===== src/rtl/wswm_pkg.sv =====
// Shared types, constants and date arithmetic for the weekly schedule window matcher.
package wswm_pkg;

  localparam int unsigned ActSlotsDefault = 16;
  localparam int unsigned ExcSlotsDefault = 8;
  localparam logic [31:0] SecsPerDay      = 32'd86400;

  localparam logic [1:0] MODE_QUERY   = 2'd0;
  localparam logic [1:0] MODE_ADD_ACT = 2'd1;
  localparam logic [1:0] MODE_ADD_EXC = 2'd2;

  localparam logic [1:0] CFG_ACT_LIMIT = 2'd0;
  localparam logic [1:0] CFG_EXC_LIMIT = 2'd1;

  // Classified command handed from the front to the back.
  typedef struct packed {
    logic [1:0]  mode;
    logic [2:0]  weekday;
    logic [31:0] t1;
    logic [31:0] t2;
    logic [16:0] secs1;
    logic [16:0] start;
    logic [16:0] dur;
  } cmd_t;

  // One result transaction.
  typedef struct packed {
    logic active;
    logic accepted;
    logic available;
  } res_t;

  // One stored activity.
  typedef struct packed {
    logic [31:0] pbegin;
    logic [31:0] pend;
    logic [2:0]  weekday;
    logic [16:0] start;
    logic [16:0] dur;
  } act_t;

  // Days in the year before the first of each month, for a common year.
  function automatic logic [8:0] days_before(input logic [3:0] m);
    logic [8:0] r;
    begin
      case (m)
        4'd1:    r = 9'd0;
        4'd2:    r = 9'd31;
        4'd3:    r = 9'd59;
        4'd4:    r = 9'd90;
        4'd5:    r = 9'd120;
        4'd6:    r = 9'd151;
        4'd7:    r = 9'd181;
        4'd8:    r = 9'd212;
        4'd9:    r = 9'd243;
        4'd10:   r = 9'd273;
        4'd11:   r = 9'd304;
        default: r = 9'd334;
      endcase
      return r;
    end
  endfunction

  // Day number on the timeline; the day before 2000-01-01 is day zero.
  function automatic logic [15:0] day_number(input logic [6:0] y, input logic [3:0] mo,
                                             input logic [4:0] d);
    logic [3:0]  m;
    logic [15:0] n;
    begin
      m = mo;
      if (m == 4'd0) m = 4'd1;
      if (m > 4'd12) m = 4'd12;
      n = 16'(16'(y) * 16'd365) + 16'((8'(y) + 8'd3) >> 2) + 16'(days_before(m))
          + 16'(d);
      if (y[1:0] == 2'b00 && m > 4'd2) n = n + 16'd1;
      return n;
    end
  endfunction

endpackage


===== src/rtl/wswm_ram.sv =====
// Generic single-write, single-read RAM with registered read data.
module wswm_ram #(
  parameter int unsigned WIDTH = 8,
  parameter int unsigned DEPTH = 16,
  localparam int unsigned AW = (DEPTH > 1) ? $clog2(DEPTH) : 1
) (
  input  logic             clk_i,
  input  logic             we_i,
  input  logic [AW-1:0]    waddr_i,
  input  logic [WIDTH-1:0] wdata_i,
  input  logic [AW-1:0]    raddr_i,
  output logic [WIDTH-1:0] rdata_o
);

  logic [WIDTH-1:0] mem_q [DEPTH];
  logic [WIDTH-1:0] rdata_q;

  // Write port and registered read port.
  always_ff @(posedge clk_i) begin
    if (we_i) begin
      mem_q[waddr_i] <= wdata_i;
    end
    rdata_q <= mem_q[raddr_i];
  end

  assign rdata_o = rdata_q;

endmodule


===== src/rtl/wswm_fifo.sv =====
// Small first-in first-out queue with a combinational head.
module wswm_fifo #(
  parameter int unsigned WIDTH = 8,
  parameter int unsigned DEPTH = 2,
  localparam int unsigned PW = (DEPTH > 1) ? $clog2(DEPTH) : 1,
  localparam int unsigned CW = $clog2(DEPTH + 1)
) (
  input  logic             clk_i,
  input  logic             rst_ni,
  input  logic             push_i,
  input  logic [WIDTH-1:0] wdata_i,
  output logic             full_o,
  input  logic             pop_i,
  output logic [WIDTH-1:0] rdata_o,
  output logic             empty_o
);

  logic [WIDTH-1:0] mem_q [DEPTH];
  logic [PW-1:0]    wptr_q, wptr_d, rptr_q, rptr_d;
  logic [CW-1:0]    cnt_q, cnt_d;
  logic             do_push, do_pop;

  assign full_o  = (cnt_q == CW'(DEPTH));
  assign empty_o = (cnt_q == '0);
  assign do_push = push_i && !full_o;
  assign do_pop  = pop_i && !empty_o;
  assign rdata_o = mem_q[rptr_q];

  // Pointer and fill count update.
  always_comb begin
    wptr_d = wptr_q;
    rptr_d = rptr_q;
    cnt_d  = cnt_q;
    if (do_push) begin
      wptr_d = (32'(wptr_q) == DEPTH - 1) ? '0 : wptr_q + PW'(1);
    end
    if (do_pop) begin
      rptr_d = (32'(rptr_q) == DEPTH - 1) ? '0 : rptr_q + PW'(1);
    end
    if (do_push && !do_pop) begin
      cnt_d = cnt_q + CW'(1);
    end else if (do_pop && !do_push) begin
      cnt_d = cnt_q - CW'(1);
    end
  end

  always_ff @(posedge clk_i or negedge rst_ni) begin
    if (!rst_ni) begin
      wptr_q <= '0;
      rptr_q <= '0;
      cnt_q  <= '0;
    end else begin
      wptr_q <= wptr_d;
      rptr_q <= rptr_d;
      cnt_q  <= cnt_d;
    end
  end

  // Storage.
  always_ff @(posedge clk_i) begin
    if (do_push) begin
      mem_q[wptr_q] <= wdata_i;
    end
  end

  // The fill count never passes the depth.
  assert property (@(posedge clk_i) disable iff (!rst_ni) 32'(cnt_q) <= DEPTH)
    else $error("fifo count above depth");
  // A push without a pop on a non-full queue grows the count by one.
  assert property (@(posedge clk_i) disable iff (!rst_ni)
                   (do_push && !do_pop) |=> (cnt_q == $past(cnt_q) + CW'(1)))
    else $error("fifo count did not grow");
  // The queue is never full and empty at once.
  assert property (@(posedge clk_i) disable iff (!rst_ni) !(full_o && empty_o))
    else $error("fifo full and empty together");

endmodule


===== src/rtl/wswm_front.sv =====
// Front part: takes input transactions, converts dates to timeline seconds, classifies.
module wswm_front
  import wswm_pkg::*;
(
  input  logic        clk_i,
  input  logic        rst_ni,
  input  logic        push_i,
  output logic        full_o,
  input  logic [1:0]  mode_i,
  input  logic [2:0]  weekday_i,
  input  logic [6:0]  first_year_i,
  input  logic [3:0]  first_month_i,
  input  logic [4:0]  first_day_i,
  input  logic [16:0] first_secs_i,
  input  logic [6:0]  second_year_i,
  input  logic [3:0]  second_month_i,
  input  logic [4:0]  second_day_i,
  input  logic [16:0] second_secs_i,
  input  logic [16:0] start_secs_i,
  input  logic [16:0] duration_secs_i,
  output logic        cmd_push_o,
  output cmd_t        cmd_o,
  input  logic        cmd_full_i
);

  logic        vld_q, vld_d;
  logic [1:0]  mode_q;
  logic [2:0]  wd_q;
  logic [15:0] dn1_q, dn2_q;
  logic [16:0] secs1_q, secs2_q, start_q, dur_q;
  logic [16:0] dur_red;
  logic        accept;

  assign full_o     = vld_q && cmd_full_i;
  assign accept     = push_i && !full_o;
  assign cmd_push_o = vld_q && !cmd_full_i;

  // Duration reduced modulo one day: it is always below two days.
  assign dur_red = (duration_secs_i >= 17'(SecsPerDay)) ?
                   duration_secs_i - 17'(SecsPerDay) : duration_secs_i;

  always_comb begin
    vld_d = vld_q;
    if (accept) begin
      vld_d = 1'b1;
    end else if (cmd_push_o) begin
      vld_d = 1'b0;
    end
  end

  always_ff @(posedge clk_i or negedge rst_ni) begin
    if (!rst_ni) begin
      vld_q <= 1'b0;
    end else begin
      vld_q <= vld_d;
    end
  end

  // First stage: day numbers of both dates.
  always_ff @(posedge clk_i) begin
    if (accept) begin
      mode_q  <= mode_i;
      wd_q    <= weekday_i;
      dn1_q   <= day_number(first_year_i, first_month_i, first_day_i);
      dn2_q   <= day_number(second_year_i, second_month_i, second_day_i);
      secs1_q <= first_secs_i;
      secs2_q <= second_secs_i;
      start_q <= start_secs_i;
      dur_q   <= dur_red;
    end
  end

  // Second stage: scale to seconds and add the time of day.
  always_comb begin
    cmd_o.mode    = mode_q;
    cmd_o.weekday = wd_q;
    cmd_o.t1      = 32'(32'(dn1_q) * SecsPerDay) + 32'(secs1_q);
    cmd_o.t2      = 32'(32'(dn2_q) * SecsPerDay) + 32'(secs2_q);
    cmd_o.secs1   = secs1_q;
    cmd_o.start   = start_q;
    cmd_o.dur     = dur_q;
  end

  // Input is refused only while a converted item waits on a full queue.
  assert property (@(posedge clk_i) disable iff (!rst_ni) full_o |-> (vld_q && cmd_full_i))
    else $error("front stalls without cause");
  // A held item that cannot move stays held.
  assert property (@(posedge clk_i) disable iff (!rst_ni) (vld_q && cmd_full_i) |=> vld_q)
    else $error("front lost an item");
  // A fresh item becomes valid.
  assert property (@(posedge clk_i) disable iff (!rst_ni) accept |=> vld_q)
    else $error("front dropped an accepted item");

endmodule


===== src/rtl/wswm_back.sv =====
// Back part: stores adds and scans the exception and activity tables for queries.
module wswm_back
  import wswm_pkg::*;
#(
  parameter int unsigned ACT_SLOTS = ActSlotsDefault,
  parameter int unsigned EXC_SLOTS = ExcSlotsDefault
) (
  input  logic       clk_i,
  input  logic       rst_ni,
  input  logic       cfg_valid_i,
  input  logic [1:0] cfg_index_i,
  input  logic [4:0] cfg_data_i,
  input  logic       cmd_empty_i,
  input  cmd_t       cmd_i,
  output logic       cmd_pop_o,
  input  logic       res_full_i,
  output logic       res_push_o,
  output res_t       res_o
);

  localparam int unsigned AAW = (ACT_SLOTS > 1) ? $clog2(ACT_SLOTS) : 1;
  localparam int unsigned EAW = (EXC_SLOTS > 1) ? $clog2(EXC_SLOTS) : 1;
  localparam int unsigned ACW = $clog2(ACT_SLOTS + 1);
  localparam int unsigned ECW = $clog2(EXC_SLOTS + 1);
  localparam int unsigned IW  = (ACW > ECW) ? ACW : ECW;

  localparam logic [1:0] ST_IDLE = 2'd0;
  localparam logic [1:0] ST_EXC  = 2'd1;
  localparam logic [1:0] ST_ACT  = 2'd2;
  localparam logic [1:0] ST_DONE = 2'd3;

  logic [1:0]     st_q, st_d;
  cmd_t           cur_q, cur_d;
  logic [IW-1:0]  idx_q, idx_d;
  logic           chk_q, chk_d;
  logic           inexc_q, inexc_d, hit_q, hit_d;
  logic [ACW-1:0] act_cnt_q, act_cnt_d;
  logic [ECW-1:0] exc_cnt_q, exc_cnt_d;
  logic           active_q, active_d, avail_q, avail_d;
  logic [4:0]     act_lim_q;
  logic [3:0]     exc_lim_q;
  logic           act_we, exc_we;
  act_t           act_wdata, act_rdata;
  logic [63:0]    exc_rdata;
  logic [31:0]    eb, ee;
  logic           act_room, exc_room;

  // Limit registers.
  always_ff @(posedge clk_i or negedge rst_ni) begin
    if (!rst_ni) begin
      act_lim_q <= 5'd16;
      exc_lim_q <= 4'd8;
    end else if (cfg_valid_i) begin
      if (cfg_index_i == CFG_ACT_LIMIT) act_lim_q <= cfg_data_i;
      if (cfg_index_i == CFG_EXC_LIMIT) exc_lim_q <= cfg_data_i[3:0];
    end
  end

  assign act_room = (32'(act_cnt_q) < 32'(act_lim_q)) && (32'(act_cnt_q) < ACT_SLOTS);
  assign exc_room = (32'(exc_cnt_q) < 32'(exc_lim_q)) && (32'(exc_cnt_q) < EXC_SLOTS);

  assign act_wdata = '{pbegin: cmd_i.t1, pend: cmd_i.t2, weekday: cmd_i.weekday,
                       start: cmd_i.start, dur: cmd_i.dur};
  assign eb = exc_rdata[63:32];
  assign ee = exc_rdata[31:0];

  wswm_ram #(.WIDTH($bits(act_t)), .DEPTH(ACT_SLOTS)) u_act_ram (
    .clk_i   (clk_i),
    .we_i    (act_we),
    .waddr_i (act_cnt_q[AAW-1:0]),
    .wdata_i (act_wdata),
    .raddr_i (idx_q[AAW-1:0]),
    .rdata_o (act_rdata)
  );

  wswm_ram #(.WIDTH(64), .DEPTH(EXC_SLOTS)) u_exc_ram (
    .clk_i   (clk_i),
    .we_i    (exc_we),
    .waddr_i (exc_cnt_q[EAW-1:0]),
    .wdata_i ({cmd_i.t1, cmd_i.t2}),
    .raddr_i (idx_q[EAW-1:0]),
    .rdata_o (exc_rdata)
  );

  // Sequencer: one table entry per cycle, read data in the cycle after its address.
  always_comb begin
    st_d      = st_q;
    cur_d     = cur_q;
    idx_d     = idx_q;
    chk_d     = 1'b0;
    inexc_d   = inexc_q;
    hit_d     = hit_q;
    act_cnt_d = act_cnt_q;
    exc_cnt_d = exc_cnt_q;
    active_d  = active_q;
    avail_d   = avail_q;
    act_we    = 1'b0;
    exc_we    = 1'b0;
    cmd_pop_o = 1'b0;
    res_push_o = 1'b0;
    res_o     = '{active: active_q, accepted: 1'b0, available: avail_q};
    case (st_q)
      ST_IDLE: begin
        if (!cmd_empty_i && !res_full_i) begin
          cmd_pop_o = 1'b1;
          cur_d     = cmd_i;
          idx_d     = '0;
          inexc_d   = 1'b0;
          hit_d     = 1'b0;
          case (cmd_i.mode)
            MODE_QUERY: begin
              st_d = ST_EXC;
            end
            MODE_ADD_ACT: begin
              res_push_o = 1'b1;
              if (act_room) begin
                act_we         = 1'b1;
                act_cnt_d      = act_cnt_q + ACW'(1);
                avail_d        = 1'b1;
                res_o.accepted = 1'b1;
                res_o.available = 1'b1;
              end
            end
            MODE_ADD_EXC: begin
              res_push_o = 1'b1;
              if (exc_room) begin
                exc_we         = 1'b1;
                exc_cnt_d      = exc_cnt_q + ECW'(1);
                res_o.accepted = 1'b1;
              end
            end
            default: begin
              res_push_o = 1'b1;
            end
          endcase
        end
      end
      ST_EXC: begin
        if (chk_q && cur_q.t1 > eb && ee > cur_q.t1) begin
          inexc_d = 1'b1;
        end
        if (32'(idx_q) < 32'(exc_cnt_q)) begin
          idx_d = idx_q + IW'(1);
          chk_d = 1'b1;
        end else if (!chk_q) begin
          idx_d = '0;
          st_d  = (inexc_q || cur_q.weekday == 3'd0) ? ST_DONE : ST_ACT;
        end
      end
      ST_ACT: begin
        if (chk_q && act_rdata.weekday == cur_q.weekday &&
            cur_q.t1 > act_rdata.pbegin && act_rdata.pend > cur_q.t1 &&
            act_rdata.start < cur_q.secs1 &&
            (18'(act_rdata.start) + 18'(act_rdata.dur)) > 18'(cur_q.secs1)) begin
          hit_d = 1'b1;
        end
        if (32'(idx_q) < 32'(act_cnt_q)) begin
          idx_d = idx_q + IW'(1);
          chk_d = 1'b1;
        end else if (!chk_q) begin
          st_d = ST_DONE;
        end
      end
      default: begin
        res_push_o   = 1'b1;
        active_d     = hit_q;
        res_o.active = hit_q;
        st_d         = ST_IDLE;
      end
    endcase
  end

  always_ff @(posedge clk_i or negedge rst_ni) begin
    if (!rst_ni) begin
      st_q      <= ST_IDLE;
      idx_q     <= '0;
      chk_q     <= 1'b0;
      inexc_q   <= 1'b0;
      hit_q     <= 1'b0;
      act_cnt_q <= '0;
      exc_cnt_q <= '0;
      active_q  <= 1'b0;
      avail_q   <= 1'b0;
    end else begin
      st_q      <= st_d;
      idx_q     <= idx_d;
      chk_q     <= chk_d;
      inexc_q   <= inexc_d;
      hit_q     <= hit_d;
      act_cnt_q <= act_cnt_d;
      exc_cnt_q <= exc_cnt_d;
      active_q  <= active_d;
      avail_q   <= avail_d;
    end
  end

  always_ff @(posedge clk_i) begin
    cur_q <= cur_d;
  end

  // Table counts stay within the slot counts.
  assert property (@(posedge clk_i) disable iff (!rst_ni)
                   32'(act_cnt_q) <= ACT_SLOTS && 32'(exc_cnt_q) <= EXC_SLOTS)
    else $error("table count above slot count");
  // A result is pushed only into a queue with room.
  assert property (@(posedge clk_i) disable iff (!rst_ni) res_push_o |-> !res_full_i)
    else $error("result pushed into full queue");
  // The available flag never falls once set.
  assert property (@(posedge clk_i) disable iff (!rst_ni) avail_q |=> avail_q)
    else $error("available flag cleared");
  // A stored activity always raises the available flag.
  assert property (@(posedge clk_i) disable iff (!rst_ni) act_we |=> avail_q)
    else $error("activity stored without available flag");

endmodule


===== src/rtl/weekly_schedule_window_matcher.sv =====
// Top level of the weekly schedule window matcher.
// Path: an input is registered in the front part, converted and written into the command
// queue, then taken by the back part and written into the result queue. A query result
// also waits on the scan of the exception table and, where needed, the activity table,
// since the back part reads one RAM entry per cycle. The back part takes one item at a time.
// Reset (rst_ni low, asynchronous) empties both tables and queues, clears the flags
// and sets the limits to 16 and 8; no clearing pass is needed.
module weekly_schedule_window_matcher
  import wswm_pkg::*;
#(
  parameter int unsigned ACT_SLOTS = ActSlotsDefault,
  parameter int unsigned EXC_SLOTS = ExcSlotsDefault
) (
  input  logic        clk_i,
  input  logic        rst_ni,
  input  logic        push,
  output logic        full,
  input  logic [1:0]  mode_i,
  input  logic [2:0]  weekday_i,
  input  logic [6:0]  first_year_i,
  input  logic [3:0]  first_month_i,
  input  logic [4:0]  first_day_i,
  input  logic [16:0] first_secs_i,
  input  logic [6:0]  second_year_i,
  input  logic [3:0]  second_month_i,
  input  logic [4:0]  second_day_i,
  input  logic [16:0] second_secs_i,
  input  logic [16:0] start_secs_i,
  input  logic [16:0] duration_secs_i,
  output logic        empty,
  input  logic        pop,
  output logic        active_o,
  output logic        accepted_o,
  output logic        available_o,
  input  logic        cfg_valid_i,
  output logic        cfg_ready_o,
  input  logic [1:0]  cfg_index_i,
  input  logic [4:0]  cfg_data_i
);

  logic cmd_push, cmd_full, cmd_pop, cmd_empty;
  cmd_t cmd_in, cmd_out;
  logic res_push, res_full;
  res_t res_in, res_out;

  assign cfg_ready_o = 1'b1;

  wswm_front u_front (
    .clk_i           (clk_i),
    .rst_ni          (rst_ni),
    .push_i          (push),
    .full_o          (full),
    .mode_i          (mode_i),
    .weekday_i       (weekday_i),
    .first_year_i    (first_year_i),
    .first_month_i   (first_month_i),
    .first_day_i     (first_day_i),
    .first_secs_i    (first_secs_i),
    .second_year_i   (second_year_i),
    .second_month_i  (second_month_i),
    .second_day_i    (second_day_i),
    .second_secs_i   (second_secs_i),
    .start_secs_i    (start_secs_i),
    .duration_secs_i (duration_secs_i),
    .cmd_push_o      (cmd_push),
    .cmd_o           (cmd_in),
    .cmd_full_i      (cmd_full)
  );

  // Command queue between the front and the back.
  wswm_fifo #(.WIDTH($bits(cmd_t)), .DEPTH(2)) u_cmd_q (
    .clk_i   (clk_i),
    .rst_ni  (rst_ni),
    .push_i  (cmd_push),
    .wdata_i (cmd_in),
    .full_o  (cmd_full),
    .pop_i   (cmd_pop),
    .rdata_o (cmd_out),
    .empty_o (cmd_empty)
  );

  wswm_back #(.ACT_SLOTS(ACT_SLOTS), .EXC_SLOTS(EXC_SLOTS)) u_back (
    .clk_i       (clk_i),
    .rst_ni      (rst_ni),
    .cfg_valid_i (cfg_valid_i),
    .cfg_index_i (cfg_index_i),
    .cfg_data_i  (cfg_data_i),
    .cmd_empty_i (cmd_empty),
    .cmd_i       (cmd_out),
    .cmd_pop_o   (cmd_pop),
    .res_full_i  (res_full),
    .res_push_o  (res_push),
    .res_o       (res_in)
  );

  // Result queue toward the consumer.
  wswm_fifo #(.WIDTH($bits(res_t)), .DEPTH(2)) u_res_q (
    .clk_i   (clk_i),
    .rst_ni  (rst_ni),
    .push_i  (res_push),
    .wdata_i (res_in),
    .full_o  (res_full),
    .pop_i   (pop),
    .rdata_o (res_out),
    .empty_o (empty)
  );

  assign active_o    = res_out.active;
  assign accepted_o  = res_out.accepted;
  assign available_o = res_out.available;

endmodule


===== config.mk =====
export PLATFORM = sky130hd
export DESIGN_NAME = weekly_schedule_window_matcher
export DESIGN_NICKNAME = d
export VERILOG_FILES = /design/src/rtl/wswm_pkg.sv /design/src/rtl/wswm_ram.sv /design/src/rtl/wswm_fifo.sv /design/src/rtl/wswm_front.sv /design/src/rtl/wswm_back.sv /design/src/rtl/weekly_schedule_window_matcher.sv
export SDC_FILE = /design/constraint.sdc
export NUM_CORES = 2
export LEC_CHECK = 0
export ABC_AREA = 0
export ABC_CLOCK_PERIOD_IN_PS = 11970
export BUFFER_PORTS_ARGS = -buffer_cell sky130_fd_sc_hd__buf_2
export CAP_MARGIN = 15
export CORE_MARGIN = 2
export CORE_UTILIZATION = 32
export DETAILED_ROUTE_END_ITERATION = 8
export PLACE_DENSITY = 0.54
export SKIP_LAST_GASP = 1
export SLEW_MARGIN = 10
export SYNTH_ARGS = -nofsm -noshare
export SYNTH_HDL_FRONTEND = slang
export SYNTH_HIERARCHICAL = 1
export SYNTH_SLANG_ARGS = --single-unit

===== constraint.sdc =====
create_clock -name clk_i -period 11.97 [get_ports clk_i]
set_input_delay 0.5985 -clock clk_i [delete_from_list [all_inputs] [get_ports clk_i]]
set_output_delay 0.5985 -clock clk_i [all_outputs]
set_load 0.005 [all_outputs]

## Word level (Yosys, flattened, before mapping)

Memory sizes are Yosys's and may differ from the RTL's. A register that Yosys moved wholly into a read port is not among the register bits.
Index checks and enable logic that the tools add are counted.
W data, S select, Z words.

| word-level totals | value |
|---|---|
| register bits after elaboration | 196 |
| memory bits (read-only) | 288 |
| output and inout bits | 6 |
| RAM bits | 2374 |
| memories | 6 |
| logic and storage cells | 230 |

Memories:

| memory | words | width | read ports | clocked after Yosys merged registers in | write ports | line | source |
|---|---|---|---|---|---|---|---|
| u_back.u_act_ram.mem_q | 16 | 101 | 1 | 1 | 1 | wswm_ram.sv:15 | `logic [WIDTH-1:0] mem_q [DEPTH];` |
| u_back.u_exc_ram.mem_q | 8 | 64 | 1 | 1 | 1 | wswm_ram.sv:15 |  |
| u_cmd_q.mem_q | 2 | 120 | 1 | 0 | 1 | wswm_fifo.sv:18 | `logic [WIDTH-1:0] mem_q [DEPTH];` |
| (no name shown) | 16 | 9 | 1 | 0 | 0 | wswm_pkg.sv:46 | `case (m)` |
| (no name shown) | 16 | 9 | 1 | 0 | 0 | wswm_pkg.sv:46 |  |
| u_res_q.mem_q | 2 | 3 | 1 | 0 | 1 | wswm_fifo.sv:18 |  |

| operators by class | value |
|---|---|
| multiply operators | 4 |
| eq/ne operators | 18 |
| multiplexer cells | 71 |
| reduce and logical (&&, ||, !) cells | 60 |
| $lt $le $gt $ge | 17 |
| $add $sub $neg | 25 |

Operator list:

| cell | count |
|---|---|
| $gt A32 B32 Y1 | 4 |
| $add A32 B17 Y32 | 2 |
| $mul A16 B10 Y25 const B | 2 |
| $mux W1 | 34 |
| $add A16 B1 Y16 const B | 2 |
| $add A16 B14 Y16 | 2 |
| $add A16 B5 Y16 | 2 |
| $add A16 B9 Y16 | 2 |
| $mul A7 B9 Y16 const B | 2 |
| $mux W16 | 2 |
| $mux W4 | 8 |
| $mux W2 | 13 |
| $logic_and A1 B1 Y1 | 23 |
| $mux W5 | 4 |
| $add A17 B17 Y18 | 1 |
| $gt A18 B17 Y1 | 1 |
| $mux W9 | 2 |
| $ge A17 B17 Y1 const B | 1 |
| $lt A17 B17 Y1 | 1 |
| $mux W17 | 1 |
| $sub A17 B17 Y17 const B | 1 |
| $add A7 B2 Y8 const B | 2 |
| $pmux W5 S3 | 1 |
| $logic_not A2 Y1 | 7 |
| other kinds (32) | 75 |

## Longest topological paths before layout

An unclocked memory read counts as a cell.

| logic depth | value |
|---|---|
| word-level depth | 14 |
| depth in mapped cells | 25 |
| mapped depth without buffers | 24 |

## Modules after synthesis

Netlist, hierarchy kept.

By module, submodules not included:

| module | instances | area each (um2) | cells an instance |
|---|---|---|---|
| wswm_ram (u_back.u_act_ram) | 1 | 62461.2 | 2585 |
| wswm_ram (u_back.u_exc_ram) | 1 | 20547.2 | 816 |
| wswm_front | 1 | 15732.6 | 1629 |
| wswm_fifo (u_cmd_q) | 1 | 8878.5 | 392 |
| wswm_back | 1 | 8017.7 | 853 |
| wswm_fifo (u_res_q) | 1 | 410.4 | 28 |
| weekly_schedule_window_matcher | 1 | 11.3 | 2 |

## Worst setup path before layout

OpenSTA, ideal clock, no wires.

| timing | value |
|---|---|
| path kind | reg-to-reg |
| from | register u_res_q.cnt_q[0] |
| to | memory u_back/u_act_ram/mem_q[0][0] in the netlist's numbering, enable pin |
| data required time | 11.286 ns |
| setup slack | 1.549 ns |
| period minus slack after synthesis | 10.421 ns |
| arrival | 9.736 ns |
| stages on the path, launching flop included | 10 |
| path through | dfrtp_1 > nand2b_1 > inv_1 > nor2_1 > nand2_1 > inv_1 > nand3_1 > a21oi_4 > or3b_1 > nor3_1 |

| between the ends | value |
|---|---|
| longest elaborated chain between the ends | 7 |

RTL lines:

| item | line | source |
|---|---|---|
| start, declared | wswm_fifo.sv:20 | `logic [CW-1:0] cnt_q, cnt_d;` |
| start signal, assigned | wswm_fifo.sv:55 | `cnt_q <= cnt_d;` |
| $eq A2 B2 Y1 | wswm_fifo.sv:23 | `assign full_o = (cnt_q == CW'(DEPTH));` |
| net res_full | weekly_schedule_window_matcher.sv:43 | `logic res_push, res_full;` |
| $logic_not A1 Y1 | wswm_back.sv:104 | `if (!cmd_empty_i && !res_full_i) begin` |
| $logic_and A1 B1 Y1 | wswm_back.sv:104 |  |
| $mux W1 | wswm_back.sv:104 |  |
| $mux W1 | wswm_back.sv:102 | `case (st_q)` |
| net u_back.act_we | wswm_back.sv:42 | `logic act_we, exc_we;` |
| $mux W1 | wswm_ram.sv:20 | `if (we_i) begin` |
| $mux W1 (not written as such) | wswm_ram.sv:21 | `mem_q[waddr_i] <= wdata_i;` |
| end, declared | wswm_ram.sv:15 |  |

The timed path passes the listed nets, and every way through them passes these cells.

## Worst setup path in the final report

| timing | value |
|---|---|
| from | input first_month_i[3] |
| to | register u_front.dn1_q[15], data pin |

| between the ends | value |
|---|---|
| longest elaborated chain between the ends | 12 |
| elaborated cells between the ends (all ways) | 14 |
| those cells by class | 3 x add/sub; 2 x order compare; 6 x mux; 2 x reduce/logical; 1 x memory |

RTL lines:

| item | line | source |
|---|---|---|
| start, declared | weekly_schedule_window_matcher.sv:21 | `input logic [3:0] first_month_i,` |
| $logic_not A4 Y1 | wswm_pkg.sv:71 | `if (m == 4'd0) m = 4'd1;` |
| $mux W4 (*) | wswm_pkg.sv:71 |  |
| $mux W4 (*) | wswm_front.sv:61 | `if (accept) begin` |
| $gt A4 B4 Y1 | wswm_pkg.sv:72 | `if (m > 4'd12) m = 4'd12;` |
| $mux W4 (*) | wswm_pkg.sv:72 |  |
| $mux W4 (*) | wswm_front.sv:61 |  |
| $mem_v2 Z16 W9 | n/a |  |
| $mux W9 | wswm_front.sv:61 |  |
| $add A16 B9 Y16 | wswm_pkg.sv:73 | `n = 16'(16'(y) * 16'd365) + 16'((8'(y) + 8'd3) >> 2) + 16'(days_before(m))` |
| $add A16 B5 Y16 | wswm_pkg.sv:74 | `+ 16'(d);` |
| $add A16 B1 Y16 | wswm_pkg.sv:75 | `if (y[1:0] == 2'b00 && m > 4'd2) n = n + 16'd1;` |
| $mux W16 (*) | wswm_pkg.sv:75 |  |
| end signal, assigned | wswm_front.sv:64 | `dn1_q <= day_number(first_year_i, first_month_i, first_day_i);` |
| end, declared | wswm_front.sv:29 | `logic [15:0] dn1_q, dn2_q;` |

Every way passes the cells marked *; elsewhere a longest branch is shown, timed or not. The select of a mux whose other input is x is not followed.
A chain may end at the register's enable or synchronous reset.

==> impl.org <==
** Synth
- Number of standard cells after synthesis :: approximately 6,300
- Unique masters post-synth :: just over 90
- Synthesis inferred 2,735 register bits.
- In the synthesized netlist the async set-or-reset flop fraction comes to 1.43%.
- Most common library cells after synthesis :: 2,531 x sky130_fd_sc_hd__edfxtp_1, 532 x sky130_fd_sc_hd__mux4_2, 515 x sky130_fd_sc_hd__ha_1, 491 x sky130_fd_sc_hd__inv_1, 216 x sky130_fd_sc_hd__nand2_1
- Yosys attributes the largest share of cell area to sky130_fd_sc_hd__edfxtp_1 65%, sky130_fd_sc_hd__mux4_2 10%, sky130_fd_sc_hd__ha_1 5.6%.
- The Yosys step of the flow raised 6 warnings.
- Avg Synthesized Cell Area :: 18.4 sq um
- Among all flip-flop cells after synthesis, the most frequent one is sky130_fd_sc_hd__edfxtp_1.
- The synthesized design spends more area on one cell type than any other, namely sky130_fd_sc_hd__edfxtp_1.
- Post-Syn Area :: 116,000 sq um
- Yosys top cell area share :: ~65%
- In this run, synthesis inferred 2,531 flip-flops with an integrated enable.
- The most common cell in the synthesized netlist is sky130_fd_sc_hd__edfxtp_1.
- Syn_nets :: 7,064
- Part of the Yosys area used for sequential elements :: between 60% and 70%

** Floorplanning
- The floorplan has 221 rows.
- The die covers approximately 370,000 sq um.
- Number of top-level pins :: 123
- Starting density of the core :: 32.1%
- Measured along the x axis, the die boundary spans 606 microns.
- Core ar. :: 362,000 sq um
- Die span in y :: 606 microns

** Route
- Using the TritonRoute via totals, the vias-per-cell ratio works out to 5.02.
- Detailed Routing Iterations Pass 1 :: 5
- Detailed routing inserted a total of 58,700 vias.
- The count of nets left with antenna violations once routing finished came out at 1.
- Post-detailed-routing wire length :: 293,000 microns
- In this run, the number of DRC markers left after iteration 0 of detailed routing was 5,079.
- DRC violation count after routing :: 0
- Wire per inst :: 25.1 microns

** Setup path
- Beginning of the critical path :: first_month_i[3]
- STA puts the critical path data arrival time at 6.75 ns.
- CP startpoint kind :: input pin
- Launching point of the worst reg2reg path :: u_front/dn1_q[1]$_DFFE_PP_
- STA puts the critical path data required time at between 10 and 15 ns.
- Walking the worst path, the cells encountered are buf_2, or2_2, o21a_1, inv_1, ha_1, inv_1, o21ai_0, fa_1, fa_1, inv_1, fa_1, inv_1, fa_1, ha_1, ha_1, a2111oi_0, o21bai_1, xor2_1, nand4_1, nor4_1, nand3_1, xnor2_1.
- Critical path capture point type :: register
- Cell family with most CP delay :: adder cells
- Peak per-stage delay on the critical path :: 0.81 ns
- Crit path buffers/inverters :: 5
- For this design, the slowest cell found on the critical path is sky130_fd_sc_hd__a2111oi_0.
- Of all nets on the critical path, the largest fanout is 12.
- Path type of the worst setup path :: input pin to register
- Flop-to-flop setup slack :: 5.87 ns

** Global route
- Global-route wire length before repair :: 425,000 microns
- Initial antenna violation count :: 10
- Maximum number of pins on one net before global-route repair :: around 120
- Vias in the first global route :: about 61,000
- Remaining Overflow, GRT :: 0
- For this run, the total global-route usage over all layers was measured as between 10% and 20%.

** Timing
- Slew margin rel. :: 24.1%
- Share of the clock period used by the worst path :: 51.5%
- Adding up every negative setup slack in the final design gives 0 ns.
- Across the routed clock network, the largest skew measured is 0.0471 ns.
- Setup repair after global routing missed its margin :: no
- Post-route minimum period :: 6.17 ns
- Final setup vio count :: 0
- On the final layout, the worst hold slack is 0.0617 ns.
- At the pin with the least slew margin, the transition time is 1.13 ns.
- Final number of hold-violating endpoints :: 0
- Based on the critical path, the design can be clocked at up to between 0.15 and 0.2 GHz.
- The number of pins exceeding their max-slew limit in the final report was 0.

** Cells and area
- Once layout is done, the placed cells without fillers occupy 132,000 sq um.
- Final instance count without filler cells :: 11,700
- The post-route netlist has around a fifth of its cells at a drive strength greater than 1.
- The area growth from synthesis to layout is 13.9%.
- Fill cells in the final layout number between 30,000 and 40,000.
- Final layout net count :: 7,427

** Run status
- Result of the run :: finished, violations left
- Failing checks :: antenna rules

** Min path
- Min-Delay Startpoint :: cfg_data_i[0]
- Worst hold-check path type :: input pin to register

** Clock tree
- Clock tree synthesis selected as its root buffer the cell sky130_fd_sc_hd__clkbuf_16.
- CTS tree :: done
- After clock tree synthesis, the setup repair step added 0 buffers.
- The clock tree synthesis step divided the H-tree into 5 levels.
- Clock Sink Count :: 2,735
- Number of CTS-inserted buffers :: 284
- Skew-Pair Late Insertion Delay :: 0.86 ns
- The longest clock path from root to sink contains 4 buffers.
- Worst-path clk slew :: about 0.060 ns

** Placement
- Detail Placement HPWL :: approximately 170,000 microns
- Counting tap cells, the placed design contains a total of 11,100 instances.
- Count of input and output buffers :: 121
- Once placement finished, the instance area stood at ~120,000 sq um.
- Placer congestion estimate :: 0.828

** Job
- Max Cap Viol :: 0
## logic make-up (layout without fill, tap and decap cells)
group | after synthesis | in the layout | synth area share (%)
and+or+nand+nor | 621 | 621 | 2.62
DFF | 2735 | 2735 | 69.2
buffers and inverters | 703 | 1286 | 2.73
xor gates and xnor gates | 187 | 187 | 1.42
muxes | 735 | 735 | 12.3
other | 1 | 14 | 0.00323
AOI/OAI and AO/OA | 681 | 681 | 4.02
adders and majority gates | 642 | 642 | 7.74
## layout by cell type, fill, tap and decap left out, types with 27 or more instances in the layout
cell type                       Yosys  layout
sky130_fd_sc_hd__a21oi_1          136     136
sky130_fd_sc_hd__nor2_1           114      94
sky130_fd_sc_hd__clkbuf_16          0     292
sky130_fd_sc_hd__dfrtp_1           37      33
sky130_fd_sc_hd__nand4_1           40      40
sky130_fd_sc_hd__a22oi_1          204     204
sky130_fd_sc_hd__edfxtp_1        2531    2531
sky130_fd_sc_hd__buf_2             32     121
sky130_fd_sc_hd__mux4_2           532     532
sky130_fd_sc_hd__clkinv_1           0      45
sky130_fd_sc_hd__nand3_1           40      40
sky130_fd_sc_hd__nor3_1            44      38
sky130_fd_sc_hd__xor2_1            64      64
sky130_fd_sc_hd__dlygate4sd3_1      0      65
sky130_fd_sc_hd__o21ai_0          100     100
sky130_fd_sc_hd__nor2b_1           30      27
sky130_fd_sc_hd__nand2b_1          27      27
sky130_fd_sc_hd__mux2_2           199     199
sky130_fd_sc_hd__a21o_1            50      50
sky130_fd_sc_hd__inv_1            491     490
sky130_fd_sc_hd__clkinv_2           0      41
sky130_fd_sc_hd__clkbuf_1          74      60
sky130_fd_sc_hd__ha_1             515     515
sky130_fd_sc_hd__dfxtp_1          165     165
sky130_fd_sc_hd__nand2_1          216     216
sky130_fd_sc_hd__buf_4             36      92
sky130_fd_sc_hd__fa_1             127     127
sky130_fd_sc_hd__xnor2_1          122     122
## worst register-to-register path: cells and delay by family (launching register included)
family / cells / cell delay, ns
AO/OA/AOI/OAI: 4 / 0.79
buffers and inverters: 4 / 0.25
flip-flops: 1 / 0.50
adder cells (fa/ha/maj): 6 / 2.45
XOR/XNOR: 2 / 0.93
AND/OR/NAND/NOR: 3 / 0.87
## final timing paths
check	end	cells past startpoint
max	u_front/dn1_q[15]$_DFFE_PP_	22
min reg2reg	u_cmd_q/mem_q[1][30]$_DFFE_PP_	0
min in group asynchronous	u_back/exc_lim_q[2]$_DFFE_PN0P_	3
max in group asynchronous	u_back/idx_q[0]$_DFFE_PN0P_	3
min	u_back/exc_lim_q[0]$_DFFE_PN0P_	2
max reg2reg	u_cmd_q/mem_q[1][105]$_DFFE_PP_	19
## metrics by stage
| stage | utilization (%) | setup WS (ns) |
|---|---|---|
| finish | 36.5 | 5.80 |
| global placement | 33.9 | 4.99 |
| floorplan | - | 1.55 |
| global route | 36.5 | 5.29 |
| CTS | 36.5 | 5.83 |
| detailed placement | 33.9 | 4.96 |
## layout make-up
| cell class | count | area, sq um | share of cell area [%] |
|---|---|---|---|
| tap | 4794 | 6000 | 4.54 |
| inverter | 491 | 1840 | 1.39 |
| clock inverter | 139 | 1290 | 0.979 |
| antenna | 13 | 32.5 | 0.0246 |
| clock buffer | 367 | 7740 | 5.85 |
| multi-input combinational | 2867 | 32800 | 24.8 |
| sequential | 2735 | 80300 | 60.7 |
| timing repair buffer | 289 | 2170 | 1.64 |
## registers in the layout (all words and copies together) (netlist names), 6 cells and up
register and flops:
u_back/u_exc_ram/mem_q 512, u_back/u_act_ram/mem_q 1616, u_front/dn1_q 16, u_front/start_q 17
u_front/secs2_q 17, u_back/u_exc_ram/rdata_o 64, u_res_q/mem_q 6, u_cmd_q/mem_q 240
u_back/cur_q 52, u_front/secs1_q 17, u_back/u_act_ram/rdata_o 101, u_front/dur_q 17
u_front/dn2_q 16
## metal layers
| metal | up-vias | share of wire [%] | GRT usage (%) |
|---|---|---|---|
| met4 | 0 | 1.9 | 3.27 |
| li1 | 25500 | - | - |
| met2 | 1492 | 50 | 27.2 |
| met3 | 359 | 5.0 | 2.07 |
| met1 | 31300 | 43 | 21.4 |
| met5 | - | 0 | 0 |
## repair_timing
| item | CTS | global route |
|---|---|---|
| gates resized for setup | 0 | 0 |
| endpoints found under the hold margin | 103 | 0 |
| hold buffers | 65 | 0 |
Power is not shown: default switching activity piles up to over one toggle a cycle in this logic, so the estimate is an artifact.
